File: src/design/tip_pkg.sv
package tip_pkg;

  typedef struct packed {
    logic [1:0] base_mode;
    logic [7:0] max_width;
    logic [1:0] size_code;
  } cfg_t;

  localparam logic [1:0] REG_BASE_MODE = 2'd0;
  localparam logic [1:0] REG_MAX_WIDTH = 2'd1;
  localparam logic [1:0] REG_SIZE_CODE = 2'd2;

  localparam logic [1:0] MODE_AUTO = 2'd0;
  localparam logic [1:0] MODE_OCT  = 2'd1;
  localparam logic [1:0] MODE_DEC  = 2'd2;
  localparam logic [1:0] MODE_HEX  = 2'd3;

  localparam logic [1:0] SIZE_8  = 2'd0;
  localparam logic [1:0] SIZE_16 = 2'd1;
  localparam logic [1:0] SIZE_32 = 2'd2;
  localparam logic [1:0] SIZE_64 = 2'd3;

  localparam logic [4:0] BASE_OCT = 5'd8;
  localparam logic [4:0] BASE_DEC = 5'd10;
  localparam logic [4:0] BASE_HEX = 5'd16;
  localparam logic [4:0] NOT_DIGIT = 5'd16;

  localparam logic [7:0] CH_ZERO  = 8'h30;
  localparam logic [7:0] CH_NINE  = 8'h39;
  localparam logic [7:0] CH_LO_A  = 8'h61;
  localparam logic [7:0] CH_LO_F  = 8'h66;
  localparam logic [7:0] CH_UP_A  = 8'h41;
  localparam logic [7:0] CH_UP_F  = 8'h46;
  localparam logic [7:0] CH_LO_X  = 8'h78;
  localparam logic [7:0] CH_UP_X  = 8'h58;
  localparam logic [7:0] CH_MINUS = 8'h2d;
  localparam logic [7:0] CH_PLUS  = 8'h2b;
  localparam logic [7:0] CH_SPACE = 8'h20;
  localparam logic [7:0] CH_TAB   = 8'h09;
  localparam logic [7:0] CH_CR    = 8'h0d;

  function automatic logic [4:0] digit_of(input logic [7:0] c);
    logic [7:0] d;
    begin
      d = 8'd0;
      if (c >= CH_ZERO && c <= CH_NINE) begin
        d = c - CH_ZERO;
      end else if (c >= CH_LO_A && c <= CH_LO_F) begin
        d = c - CH_LO_A + 8'd10;
      end else if (c >= CH_UP_A && c <= CH_UP_F) begin
        d = c - CH_UP_A + 8'd10;
      end else begin
        d = 8'(NOT_DIGIT);
      end
      return d[4:0];
    end
  endfunction

endpackage

File: src/design/tip_if.sv
interface tip_in_if;
  logic       valid;
  logic       ready;
  logic [7:0] ch;
  logic       at_end;

  modport source (output valid, output ch, output at_end, input ready);
  modport sink (input valid, input ch, input at_end, output ready);
endinterface

interface tip_out_if;
  logic        valid;
  logic        ready;
  logic        matched;
  logic [63:0] value;
  logic        char_kept;
  logic        sign_returned;

  modport source (output valid, output matched, output value, output char_kept,
                  output sign_returned, input ready);
  modport sink (input valid, input matched, input value, input char_kept,
                input sign_returned, output ready);
endinterface

File: src/design/tip_regs.sv
module tip_regs (
  input  logic                clk,
  input  logic                rst,
  input  logic                psel,
  input  logic                penable,
  input  logic                pwrite,
  input  logic [3:0]          paddr,
  input  logic [31:0]         pwdata,
  output logic [31:0]         prdata,
  output logic                pready,
  output tip_pkg::cfg_t       cfg
);

  logic       wr_en;
  logic [1:0] reg_idx;

  assign pready  = 1'b1;
  assign wr_en   = psel && penable && pwrite && pready;
  assign reg_idx = paddr[3:2];

  always_ff @(posedge clk) begin
    if (rst) begin
      cfg.base_mode <= tip_pkg::MODE_DEC;
      cfg.max_width <= 8'd0;
      cfg.size_code <= tip_pkg::SIZE_32;
    end else if (wr_en) begin
      unique case (reg_idx)
        tip_pkg::REG_BASE_MODE: cfg.base_mode <= pwdata[1:0];
        tip_pkg::REG_MAX_WIDTH: cfg.max_width <= pwdata[7:0];
        tip_pkg::REG_SIZE_CODE: cfg.size_code <= pwdata[1:0];
        default: ;
      endcase
    end
  end

  always_comb begin
    unique case (reg_idx)
      tip_pkg::REG_BASE_MODE: prdata = {30'd0, cfg.base_mode};
      tip_pkg::REG_MAX_WIDTH: prdata = {24'd0, cfg.max_width};
      tip_pkg::REG_SIZE_CODE: prdata = {30'd0, cfg.size_code};
      default:                prdata = 32'd0;
    endcase
  end

endmodule

File: src/design/tip_core.sv
module tip_core #(
  parameter int VALUE_BITS = 64
) (
  input  logic          clk,
  input  logic          rst,
  input  tip_pkg::cfg_t cfg,
  tip_in_if.sink        in_chan,
  tip_out_if.source     out_chan
);

  localparam logic [1:0] PH_SKIP   = 2'd0;
  localparam logic [1:0] PH_SIGN   = 2'd1;
  localparam logic [1:0] PH_ZERO   = 2'd2;
  localparam logic [1:0] PH_DIGITS = 2'd3;

  logic                  item_valid;
  logic [7:0]            item_ch;
  logic                  item_end;
  logic                  advance;

  logic [1:0]            phase, phase_next;
  logic [VALUE_BITS-1:0] accum, accum_next;
  logic                  negative, negative_next;
  logic [4:0]            active_base, active_base_next;
  logic [7:0]            used_count, used_next;
  logic                  digit_seen, digit_seen_next;

  logic                  out_valid;
  logic                  matched;
  logic [63:0]           value;
  logic                  char_kept;
  logic                  sign_returned;

  logic                  emit;
  logic                  emit_ok;
  logic                  emit_kept;
  logic                  emit_sret;
  logic                  take_first;
  logic                  take_digit;
  logic [7:0]            used_inc;
  logic                  full_inc;
  logic [4:0]            digit;
  logic                  is_space;
  logic [VALUE_BITS-1:0] product;
  logic [VALUE_BITS-1:0] signed_val;
  logic [VALUE_BITS-1:0] size_mask;

  assign advance        = item_valid && (!out_valid || out_chan.ready);
  assign in_chan.ready  = !item_valid || advance;

  assign out_chan.valid         = out_valid;
  assign out_chan.matched       = matched;
  assign out_chan.value         = value;
  assign out_chan.char_kept     = char_kept;
  assign out_chan.sign_returned = sign_returned;

  assign used_inc = (used_count == 8'hff) ? 8'hff : used_count + 8'd1;
  assign full_inc = (cfg.max_width != 8'd0) && (used_inc >= cfg.max_width);
  assign digit    = tip_pkg::digit_of(item_ch);
  assign is_space = (item_ch == tip_pkg::CH_SPACE) ||
                    (item_ch >= tip_pkg::CH_TAB && item_ch <= tip_pkg::CH_CR);

  always_comb begin
    unique case (cfg.size_code)
      tip_pkg::SIZE_8:  size_mask = VALUE_BITS'(64'h0000_0000_0000_00ff);
      tip_pkg::SIZE_16: size_mask = VALUE_BITS'(64'h0000_0000_0000_ffff);
      tip_pkg::SIZE_32: size_mask = VALUE_BITS'(64'h0000_0000_ffff_ffff);
      default:          size_mask = VALUE_BITS'(64'hffff_ffff_ffff_ffff);
    endcase
  end

  always_comb begin
    phase_next       = phase;
    accum_next       = accum;
    negative_next    = negative;
    active_base_next = active_base;
    used_next        = used_count;
    digit_seen_next  = digit_seen;
    emit             = 1'b0;
    emit_ok          = 1'b0;
    emit_kept        = 1'b0;
    emit_sret        = 1'b0;
    take_first       = 1'b0;
    take_digit       = 1'b0;
    product          = '0;

    unique case (phase)
      PH_SKIP: begin
        if (item_end) begin
          emit = 1'b1;
        end else if (is_space) begin
        end else if (item_ch == tip_pkg::CH_MINUS || item_ch == tip_pkg::CH_PLUS) begin
          negative_next = (item_ch == tip_pkg::CH_MINUS);
          used_next     = used_inc;
          if (full_inc) begin
            emit      = 1'b1;
            emit_kept = 1'b1;
          end else begin
            phase_next = PH_SIGN;
          end
        end else begin
          take_first = 1'b1;
        end
      end
      PH_SIGN: begin
        if (item_end) begin
          emit      = 1'b1;
          emit_sret = 1'b1;
        end else begin
          take_first = 1'b1;
        end
      end
      PH_ZERO: begin
        if (item_end) begin
          emit    = 1'b1;
          emit_ok = 1'b1;
        end else if (item_ch == tip_pkg::CH_LO_X || item_ch == tip_pkg::CH_UP_X) begin
          active_base_next = tip_pkg::BASE_HEX;
          used_next        = used_inc;
          if (full_inc) begin
            emit    = 1'b1;
            emit_ok = 1'b1;
          end else begin
            phase_next = PH_DIGITS;
          end
        end else begin
          take_digit = 1'b1;
        end
      end
      default: begin
        if (item_end) begin
          emit    = 1'b1;
          emit_ok = digit_seen;
        end else begin
          take_digit = 1'b1;
        end
      end
    endcase

    if (take_first) begin
      if (cfg.base_mode == tip_pkg::MODE_AUTO && item_ch == tip_pkg::CH_ZERO) begin
        used_next        = used_inc;
        digit_seen_next  = 1'b1;
        accum_next       = '0;
        active_base_next = tip_pkg::BASE_OCT;
        if (full_inc) begin
          emit    = 1'b1;
          emit_ok = 1'b1;
        end else begin
          phase_next = PH_ZERO;
        end
      end else begin
        unique case (cfg.base_mode)
          tip_pkg::MODE_OCT: active_base_next = tip_pkg::BASE_OCT;
          tip_pkg::MODE_HEX: active_base_next = tip_pkg::BASE_HEX;
          default:           active_base_next = tip_pkg::BASE_DEC;
        endcase
        take_digit = 1'b1;
      end
    end

    if (take_digit) begin
      if (digit >= active_base_next) begin
        emit      = 1'b1;
        emit_ok   = digit_seen;
        emit_kept = 1'b1;
      end else begin
        priority case (active_base_next)
          tip_pkg::BASE_OCT: product = accum << 3;
          tip_pkg::BASE_HEX: product = accum << 4;
          default:           product = (accum << 3) + (accum << 1);
        endcase
        accum_next      = product + VALUE_BITS'(digit);
        digit_seen_next = 1'b1;
        used_next       = used_inc;
        phase_next      = PH_DIGITS;
        if (full_inc) begin
          emit    = 1'b1;
          emit_ok = 1'b1;
        end
      end
    end
  end

  assign signed_val = negative_next ? (VALUE_BITS'(0) - accum_next) : accum_next;

  always_ff @(posedge clk) begin
    if (rst) begin
      item_valid <= 1'b0;
    end else if (in_chan.ready) begin
      item_valid <= in_chan.valid;
    end
  end

  always_ff @(posedge clk) begin
    if (in_chan.ready && in_chan.valid) begin
      item_ch  <= in_chan.ch;
      item_end <= in_chan.at_end;
    end
  end

  always_ff @(posedge clk) begin
    if (rst) begin
      phase       <= PH_SKIP;
      accum       <= '0;
      negative    <= 1'b0;
      active_base <= 5'd0;
      used_count  <= 8'd0;
      digit_seen  <= 1'b0;
    end else if (advance) begin
      if (emit) begin
        phase       <= PH_SKIP;
        accum       <= '0;
        negative    <= 1'b0;
        active_base <= 5'd0;
        used_count  <= 8'd0;
        digit_seen  <= 1'b0;
      end else begin
        phase       <= phase_next;
        accum       <= accum_next;
        negative    <= negative_next;
        active_base <= active_base_next;
        used_count  <= used_next;
        digit_seen  <= digit_seen_next;
      end
    end
  end

  always_ff @(posedge clk) begin
    if (rst) begin
      out_valid <= 1'b0;
    end else if (advance) begin
      out_valid <= emit;
    end else if (out_chan.ready) begin
      out_valid <= 1'b0;
    end
  end

  always_ff @(posedge clk) begin
    if (advance && emit) begin
      matched       <= emit_ok;
      value         <= emit_ok ? 64'(signed_val & size_mask) : 64'd0;
      char_kept     <= emit_kept;
      sign_returned <= emit_sret;
    end
  end

endmodule

File: src/design/text_integer_parser.sv
// Parses signed integers from a character stream, one character or end-of-input
// mark per input transaction, and delivers one result transaction when a number
// ends (a non-digit, the end mark, or the configured width limit). A transaction
// is taken into an input register and resolved, once the result side is free,
// by a single shift-and-add digit step into the accumulator; one character
// is taken every cycle as long as results are taken. Base, width limit and result
// size are set through the APB registers at 0x0, 0x4 and 0x8; they must be
// written only while no number is in progress. No clearing pass follows reset.
module text_integer_parser #(
  parameter int VALUE_BITS = 64
) (
  input  logic        clk,
  input  logic        rst,
  tip_in_if.sink      in_chan,
  tip_out_if.source   out_chan,
  input  logic        psel,
  input  logic        penable,
  input  logic        pwrite,
  input  logic [3:0]  paddr,
  input  logic [31:0] pwdata,
  output logic [31:0] prdata,
  output logic        pready
);

  tip_pkg::cfg_t cfg;

  tip_regs u_regs (
    .clk     (clk),
    .rst     (rst),
    .psel    (psel),
    .penable (penable),
    .pwrite  (pwrite),
    .paddr   (paddr),
    .pwdata  (pwdata),
    .prdata  (prdata),
    .pready  (pready),
    .cfg     (cfg)
  );

  tip_core #(
    .VALUE_BITS (VALUE_BITS)
  ) u_core (
    .clk      (clk),
    .rst      (rst),
    .cfg      (cfg),
    .in_chan  (in_chan),
    .out_chan (out_chan)
  );

  a_fail_zero: assert property (@(posedge clk) disable iff (rst)
    out_chan.valid && !out_chan.matched |-> out_chan.value == 64'd0)
    else $error("failed conversion carries a nonzero value");

  a_sign_ret: assert property (@(posedge clk) disable iff (rst)
    out_chan.valid && out_chan.sign_returned |-> !out_chan.matched && !out_chan.char_kept)
    else $error("returned sign together with a match or kept character");

  a_byte_size: assert property (@(posedge clk) disable iff (rst)
    out_chan.valid && cfg.size_code == tip_pkg::SIZE_8 |-> out_chan.value[63:8] == 56'd0)
    else $error("one-byte result has upper bits set");

  a_stall: assert property (@(posedge clk) disable iff (rst)
    !in_chan.ready |-> out_chan.valid && !out_chan.ready)
    else $error("input stalled while the result side is free");

endmodule
File: src/flat_wrapper.sv
// flat-port wrapper written by rule: the top's interface ports become plain ports
module text_integer_parser_flat 
#(
  parameter int VALUE_BITS = 64
)
  (clk, rst, psel, penable, pwrite, paddr, pwdata, prdata, pready, in_chan_valid, in_chan_ch, in_chan_at_end, in_chan_ready, out_chan_valid, out_chan_matched, out_chan_value, out_chan_char_kept, out_chan_sign_returned, out_chan_ready);
  tip_in_if in_chan_i ();
  tip_out_if out_chan_i ();
  input  logic clk;
  input  logic rst;
  input  logic psel;
  input  logic penable;
  input  logic pwrite;
  input  logic [3:0] paddr;
  input  logic [31:0] pwdata;
  output logic [31:0] prdata;
  output logic pready;
  input wire logic [$bits(in_chan_i.valid)-1:0] in_chan_valid;
  input wire logic [$bits(in_chan_i.ch)-1:0] in_chan_ch;
  input wire logic [$bits(in_chan_i.at_end)-1:0] in_chan_at_end;
  output wire logic [$bits(in_chan_i.ready)-1:0] in_chan_ready;
  output wire logic [$bits(out_chan_i.valid)-1:0] out_chan_valid;
  output wire logic [$bits(out_chan_i.matched)-1:0] out_chan_matched;
  output wire logic [$bits(out_chan_i.value)-1:0] out_chan_value;
  output wire logic [$bits(out_chan_i.char_kept)-1:0] out_chan_char_kept;
  output wire logic [$bits(out_chan_i.sign_returned)-1:0] out_chan_sign_returned;
  input wire logic [$bits(out_chan_i.ready)-1:0] out_chan_ready;
  assign in_chan_i.valid = in_chan_valid;
  assign in_chan_i.ch = in_chan_ch;
  assign in_chan_i.at_end = in_chan_at_end;
  assign in_chan_ready = in_chan_i.ready;
  assign out_chan_valid = out_chan_i.valid;
  assign out_chan_matched = out_chan_i.matched;
  assign out_chan_value = out_chan_i.value;
  assign out_chan_char_kept = out_chan_i.char_kept;
  assign out_chan_sign_returned = out_chan_i.sign_returned;
  assign out_chan_i.ready = out_chan_ready;
  text_integer_parser #(.VALUE_BITS(VALUE_BITS)) u_core (.clk(clk), .rst(rst), .in_chan(in_chan_i), .out_chan(out_chan_i), .psel(psel), .penable(penable), .pwrite(pwrite), .paddr(paddr), .pwdata(pwdata), .prdata(prdata), .pready(pready));
endmodule
File: config.mk
export PLATFORM = sky130hd
export DESIGN_NAME = text_integer_parser_flat
export DESIGN_NICKNAME = d
export VERILOG_FILES = /design/src/design/tip_pkg.sv /design/src/design/tip_if.sv /design/src/design/tip_regs.sv /design/src/design/tip_core.sv /design/src/design/text_integer_parser.sv /design/src/flat_wrapper.sv
export SDC_FILE = /design/constraint.sdc
export NUM_CORES = 1
export LEC_CHECK = 0
export BUFFER_PORTS_ARGS = -buffer_cell sky130_fd_sc_hd__buf_2
export CAP_MARGIN = 15
export CORE_UTILIZATION = 41
export CTS_CLUSTER_SIZE = 30
export DETAILED_ROUTE_END_ITERATION = 7
export HOLD_SLACK_MARGIN = 0.15
export SYNTH_ARGS = -nofsm -noshare
export SYNTH_HDL_FRONTEND = slang
export SYNTH_HIERARCHICAL = 1
export SYNTH_SLANG_ARGS = --single-unit
File: constraint.sdc
create_clock -name clk -period 8.15 [get_ports clk]
set_input_delay 1.2225 -clock clk [delete_from_list [all_inputs] [get_ports clk]]
set_output_delay 1.2225 -clock clk [all_outputs]
set_load 0.02 [all_outputs]
* Yosys cells after proc, flatten, opt, wreduce, memory -nomap -nowiden
Index checks and enable logic that the tools add are counted.
Storage, ports and cells: bits in registers 171, output and inout bits 102, word-level logic and storage cells 177
Operators by class: add/sub/neg operators 9, $lt $le $gt $ge 10, eq/ne operators 17, mux-type cells 95, bitwise gates (word level) 1, reductions and logical operators 28
Operators with widths (count):
- $mux W64 | 8
- $pmux W64 S3 | 1
- $pmux W64 S2 | 1
- $mux W8 | 11
- $add A64 B5 Y64 | 1
- $add A64 B64 Y64 | 1
- $and A64 B64 Y64 | 1
- $sub A1 B64 Y64 const A | 1
- $mux W5 | 9
- $mux W1 | 44
- $eq A8 B6 Y1 const B | 4
- $mux W2 | 13
- $pmux W8 S3 | 1
- $eq A8 B7 Y1 const B | 2
- $ge A8 B7 Y1 const B | 2
- $le A8 B7 Y1 const B | 2
- $pmux W8 S2 | 1
- $logic_and A1 B1 Y1 | 11
- $add A5 B4 Y5 const B | 2
- $pmux W5 S2 | 1
- $sub A5 B1 Y5 const B | 2
- $add A8 B1 Y8 const B | 1
- $eq A2 B1 Y1 const B | 4
- $eq A2 B2 Y1 const B | 4
- other kinds (19) | 32

* Longest topological paths before layout
word-level depth 17, mapped depth 32, depth with buffers taken out 24

* By module
The synthesis kept the hierarchy.
By module, submodules not included:
- tip_core | instances 1, cells each 2239, area an instance 16613.4 µm², seq. area each 3943.8 µm²
- tip_regs | instances 1, cells each 93, area an instance 815.8 µm², seq. area each 240.2 µm²

* Worst setup path after synthesis
Ideal clock, no wire load.
path type flip-flop to flip-flop, start point register u_core.u_core.item_ch[0], end point register u_core.u_core.value[55], in the netlist u_core/u_core/out_chan.value[55] (data pin), data arrival time 7.199 ns, data required time 8.015 ns, setup slack 0.816 ns, cell stages (with the launch flop) 33, buffers on the path 9, period minus slack after synthesis 7.334 ns, path through edfxtp_1 -> inv_1 -> ha_1 -> xnor2_1 -> o2111ai_1 -> o311ai_4 -> o2bb2ai_1 -> buf_2 -> buf_2 -> clkbuf_1 -> clkbuf_1 -> clkbuf_1 -> clkbuf_1 -> and2_1 -> ha_1 -> inv_1 -> fa_1 -> nor2b_1 -> o21ai_0 -> nand2b_1 -> o21ai_1 -> or4_1 -> clkbuf_1 -> nor4_4 -> nor2_1 -> or3_1 -> buf_2 -> nor4_4 -> and4_1 -> buf_4 -> nand4b_4 -> or4_1 -> nand3_1
Between the ends: word-level cells in the longest chain between the ends 17
Ends and longest elaborated chain:
- from (decl) | line tip_core.sv:17 | logic [7:0] item_ch;
- from (signal assigned) | line tip_core.sv:197 | item_ch <= in_chan.ch;
- $ge A8 B4 Y1, or another cell as far along | line tip_core.sv:61 | (item_ch >= tip_pkg::CH_TAB && item_ch <= tip_pkg::CH_CR);
- $logic_and A1 B1 Y1 / $logic_or A1 B1 Y1 (equally long branches) | line tip_core.sv:61, tip_core.sv:92
- $logic_or A1 B1 Y1 / $mux W1 (equally long branches) | line tip_core.sv:60, tip_core.sv:92
- $mux W1 | line tip_core.sv:91 | end else if (is_space) begin
- $mux W1 | line tip_core.sv:89 | if (item_end) begin
- $pmux W1 S2 | line tip_core.sv:87 | unique case (phase)
- $mux W5 | line tip_core.sv:140 | if (take_first) begin
- $eq A5 B5 Y1 / $eq A5 B4 Y1 (equally long branches) | line tip_core.sv:168 | priority case (active_base_next)
- $pmux W64 S2 | line tip_core.sv:168
- $mux W64 | line tip_core.sv:163 | if (digit >= active_base_next) begin
- $mux W64 | line tip_core.sv:162 | if (take_digit) begin
- $add A64 B5 Y64 | line tip_core.sv:173 | accum_next = product + VALUE_BITS'(digit);
- $mux W64 | line tip_core.sv:163
- $mux W64 | line tip_core.sv:162
- $sub A1 B64 Y64 | line tip_core.sv:185 | assign signed_val = negative_next ? (VALUE_BITS'(0) - accum_next) : accum_next;
- $mux W64 | line tip_core.sv:185
- $and A64 B64 Y64 | line tip_core.sv:242 | value <= emit_ok ? 64'(signed_val & size_mask) : 64'd0;
- to (signal assigned) | line tip_core.sv:242
- to (decl) | line tip_core.sv:30 | logic [63:0] value;
Several ways; a longest one is shown, not always the timed one. The select of a mux whose other input is x is not followed. A chain may end at the register's enable or synchronous reset.

* Worst setup path after layout
start point register u_core.u_core.item_ch[0], end point register u_core.u_core.value[53], in the netlist u_core/u_core/out_chan.value[53] (data pin)
Same word-level chain as after synthesis.

==> flow_summary.toml <==
[placement]
placedInstanceArea_mm2 = 0.01825
numPlacedInstances = 2867
placer_congestion_estimate = 0.9681
io_buffers = 102
place_hpwl_um = 44880

[grt]
grt_start_max_net_pins = 104
overflow = 0
grtUsageTotal_pct = 27.26
vias_in_the_first_global_route = 16795
grt_pass1_wl_um = 94830
initial_antenna_violation_count = 0

[power_and_ir_drop]
total_leakage_power_nw = 7.153
power-per-cell-area_mw_per_mm2 = 104.6
worst_ir_drop_vdd_mv = 0.1622

[floorplanning]
num_io_pins = 154
floorplan_core_area_mm2 = 0.04195
initial_utilization_pct = 41.55
rows = 75
dieWidth_um = 208.2
fp.dieArea_mm2 = 0.04334
dieHeight_um = 208.2

[layout]
areaGrowthSynthToFinish_pct = 7.976
multi_input_area_mm2 = 0.01246
post_layout_nonfiller_instances = 2899
stdcell_area_mm2 = 0.01882
n_antenna_cell = 0
fillers = 4137
layout_cell_share_with_drive_strength_beyond_1_pct = 9.407
register_area_mm2 = 0.004184
finish.net_count = 2483
final_core_util_pct = 44.87

[routing]
dr.pass1.iters = 6
total_vias_in_the_final_route = 18362
remaining_drc_errors = 0
finalWirelength_um = 59940
dr.first_iter.drc_count = 2181
wl_per_cell_um = 20.68
postRouteAntennaNets = 0
drt-vias-per-instance = 6.334

[sta]
finalHoldViolations = 0
final.hold.worst_slack_ns = 0.4764
final_setup_violating_endpoints = 0
finalWorstPathRequiredPeriod_ns = 7.631
max_slew.worst_pin.slew_ns = 1.208
skew_ns = 0.006775
clock.fmax_mhz = 131.0
rsz_0062_raised_after_global_routing = "no"
setup_total_negative_slack_ns = 0
final-max-slew-violation-count = 0
slew_headroom_pct = 17.38
period_share_pct = 93.64

[status]
status = "completed"

[critical_path]
worst-setup-path-type = "reg -> reg"
cp-start-kind = "flop"
reg2reg_slack_ns = 0.52
r2r_cells = 18
crit_required_ns = 8.47
rr_endpoint = "u_core/u_core/out_chan.value[53]"
path_max_fanout = 37
worst-endpoint-arrival_ns = 7.95
setup.worst_path.end_class = "flop"
timing.critical_path.from = "u_core/u_core/item_ch[0]"
rr_startpoint = "u_core/u_core/item_ch[0]"

[synthesis]
post-synth-top-area-cell = "sky130_fd_sc_hd__edfxtp_1"
syn_area_per_cell_um2 = 7.474
asyncSetResetFlopFracSynth_pct = 0
synth_enable_flop_cells = 76
yosys_most_used_dff = "sky130_fd_sc_hd__dfxtp_1"
netlist-cell-type-count = 100
netlist_instances = 2332
syn_area_mm2 = 0.01743
part_of_the_yosys_area_used_for_sequential_elements_pct = 24.01
netlist_top_cells_area = "sky130_fd_sc_hd__edfxtp_1, sky130_fd_sc_hd__dfxtp_1, sky130_fd_sc_hd__ha_1"
ys.warnings.count = 6
ys_ff_latch = 171
synth_top_area_share_pct = 13.09

[clocking]
cts-buffers-inserted = 17
tritoncts_clock_tree = "built"
cts_resized = 0
clkSlewWorstSetupHoldPaths_ns = 0.07
cts_hold_repair.buffers = 0
clockBufferDepth = 2
cts_root_buffer = "sky130_fd_sc_hd__clkbuf_16"
post_cts_buffers = 0
clock_sink_count = 171
clock_tree.htree_level_count = 4
worstSkewPairLatency_ns = 0.45

[worst_hold_path]
whs_path_depth = 2
holdPathEnd = "u_core/u_core/accum[63]"
hp-class = "reg -> reg"
holdCritStartpoint = "u_core/u_core/accum[63]"

[job]
drv_cap = 0
## how the worst max path moves through the flow
stage / to / slack [ns] / cells after the start
global placement: u_core/u_core/out_chan.value[60] / 0.89 / 23
CTS: u_core/u_core/out_chan.value[53] / 0.64 / 18
global route: u_core/u_core/out_chan.value[53] / 0.10 / 18
detailed placement: u_core/u_core/out_chan.value[58] / 0.67 / 18
floorplan: u_core/u_core/out_chan.value[55] / 0.82 / 32
finish: u_core/u_core/out_chan.value[53] / 0.52 / 18
## layer usage
layer	up-vias	part of all wire, %	track usage, %
met2	779	41	39.37
met3	59	8.7	3.442
met5	-	0	0
met4	0	1.8	6.743
li1	8765	-	-
met1	8759	48	42.14
## per-stage QoR
step | setup WS, ns | power (mW)
floorplan | 0.8161 | 1.114
global placement | 0.8890 | 1.184
detailed placement | 0.6685 | 1.187
CTS | 0.6352 | 1.981
global route | 0.1009 | 2.031
finish | 0.5186 | 1.969
## report_power, final
group / total (mW) / switching [mW] / internal [mW]
Clock: 0.796 / 0.354 / 0.442
Combinational: 0.255 / 0.198 / 0.0575
Sequential: 0.918 / 0.00971 / 0.908
Total: 1.97 / 0.561 / 1.41
## state kept, by name (all words and copies together) (netlist names), 2 cells and up
signal and count:
u_core/u_core/used_count 8, u_core/u_core/active_base 5, u_core/u_core/out_chan.value 64, u_core/u_core/phase 2, u_core/u_core/accum 64, u_core/u_core/item_ch 8
u_core/u_regs/cfg 12
## critical path, stage by stage, from the launching register on
cell                        delay, ns
sky130_fd_sc_hd__edfxtp_1        0.44
sky130_fd_sc_hd__inv_1           0.10
sky130_fd_sc_hd__ha_1            0.24
sky130_fd_sc_hd__xnor2_1         0.15
sky130_fd_sc_hd__o2111ai_1       0.32
sky130_fd_sc_hd__o311ai_4        0.26
sky130_fd_sc_hd__o2bb2ai_4       0.61
sky130_fd_sc_hd__buf_4           0.50
sky130_fd_sc_hd__nand2_1         0.15
sky130_fd_sc_hd__a222oi_1        0.84
sky130_fd_sc_hd__nand4_2         0.53
sky130_fd_sc_hd__nor4_1          0.69
sky130_fd_sc_hd__mux2_2          0.40
sky130_fd_sc_hd__a221o_1         0.37
sky130_fd_sc_hd__nor4_4          0.39
sky130_fd_sc_hd__and4_1          0.55
sky130_fd_sc_hd__nand3_1         0.35
sky130_fd_sc_hd__or4_1           0.49
sky130_fd_sc_hd__nand3_1         0.10
## cell usage after synthesis, drive strengths merged, types with 51 or more instances
library cell / number
ha: 82
a22oi: 68
xnor2: 54
o21ai: 146
nor2: 260
dfxtp: 95
clkbuf: 111
nand2: 238
edfxtp: 76
buf: 51
a21oi: 194
nand3: 78
nor3: 78
## kinds of logic after synthesis
kind of cell               after synthesis  synth area share [%]
xor gates and xnor gates                87                 4.372
AOI/OAI and AO/OA                      746                 28.54
other                                    2               0.04309
buffers and inverters                  210                 5.362
adders and majority gates               84                 6.116
muxes                                   37                 2.154
DFF                                    171                 24.01
and+or+nand+nor                        995                 29.41
## area by class of cell
class	instances	area share [%]
multi-input cells	1974	66.19
repair buffers	135	4.029
clock inverters	11	0.5053
flip-flops and latches	171	22.23
well taps	539	3.584
inverters	48	0.9574
clock buffers	21	2.500
## cells in the final DEF, fill, tap and decap left out, drive strengths merged, types with 46 or more instances in the layout
cell type / instances
inv: 48
nor3: 78
buf: 135
a21oi: 194
a22oi: 68
edfxtp: 76
o21ai: 146
a21o: 48
nand3: 78
and2: 46
xnor2: 54
nand2: 238
ha: 82
dfxtp: 95
nor2: 260
No activity file was read; power rests on OpenSTA's default activity.
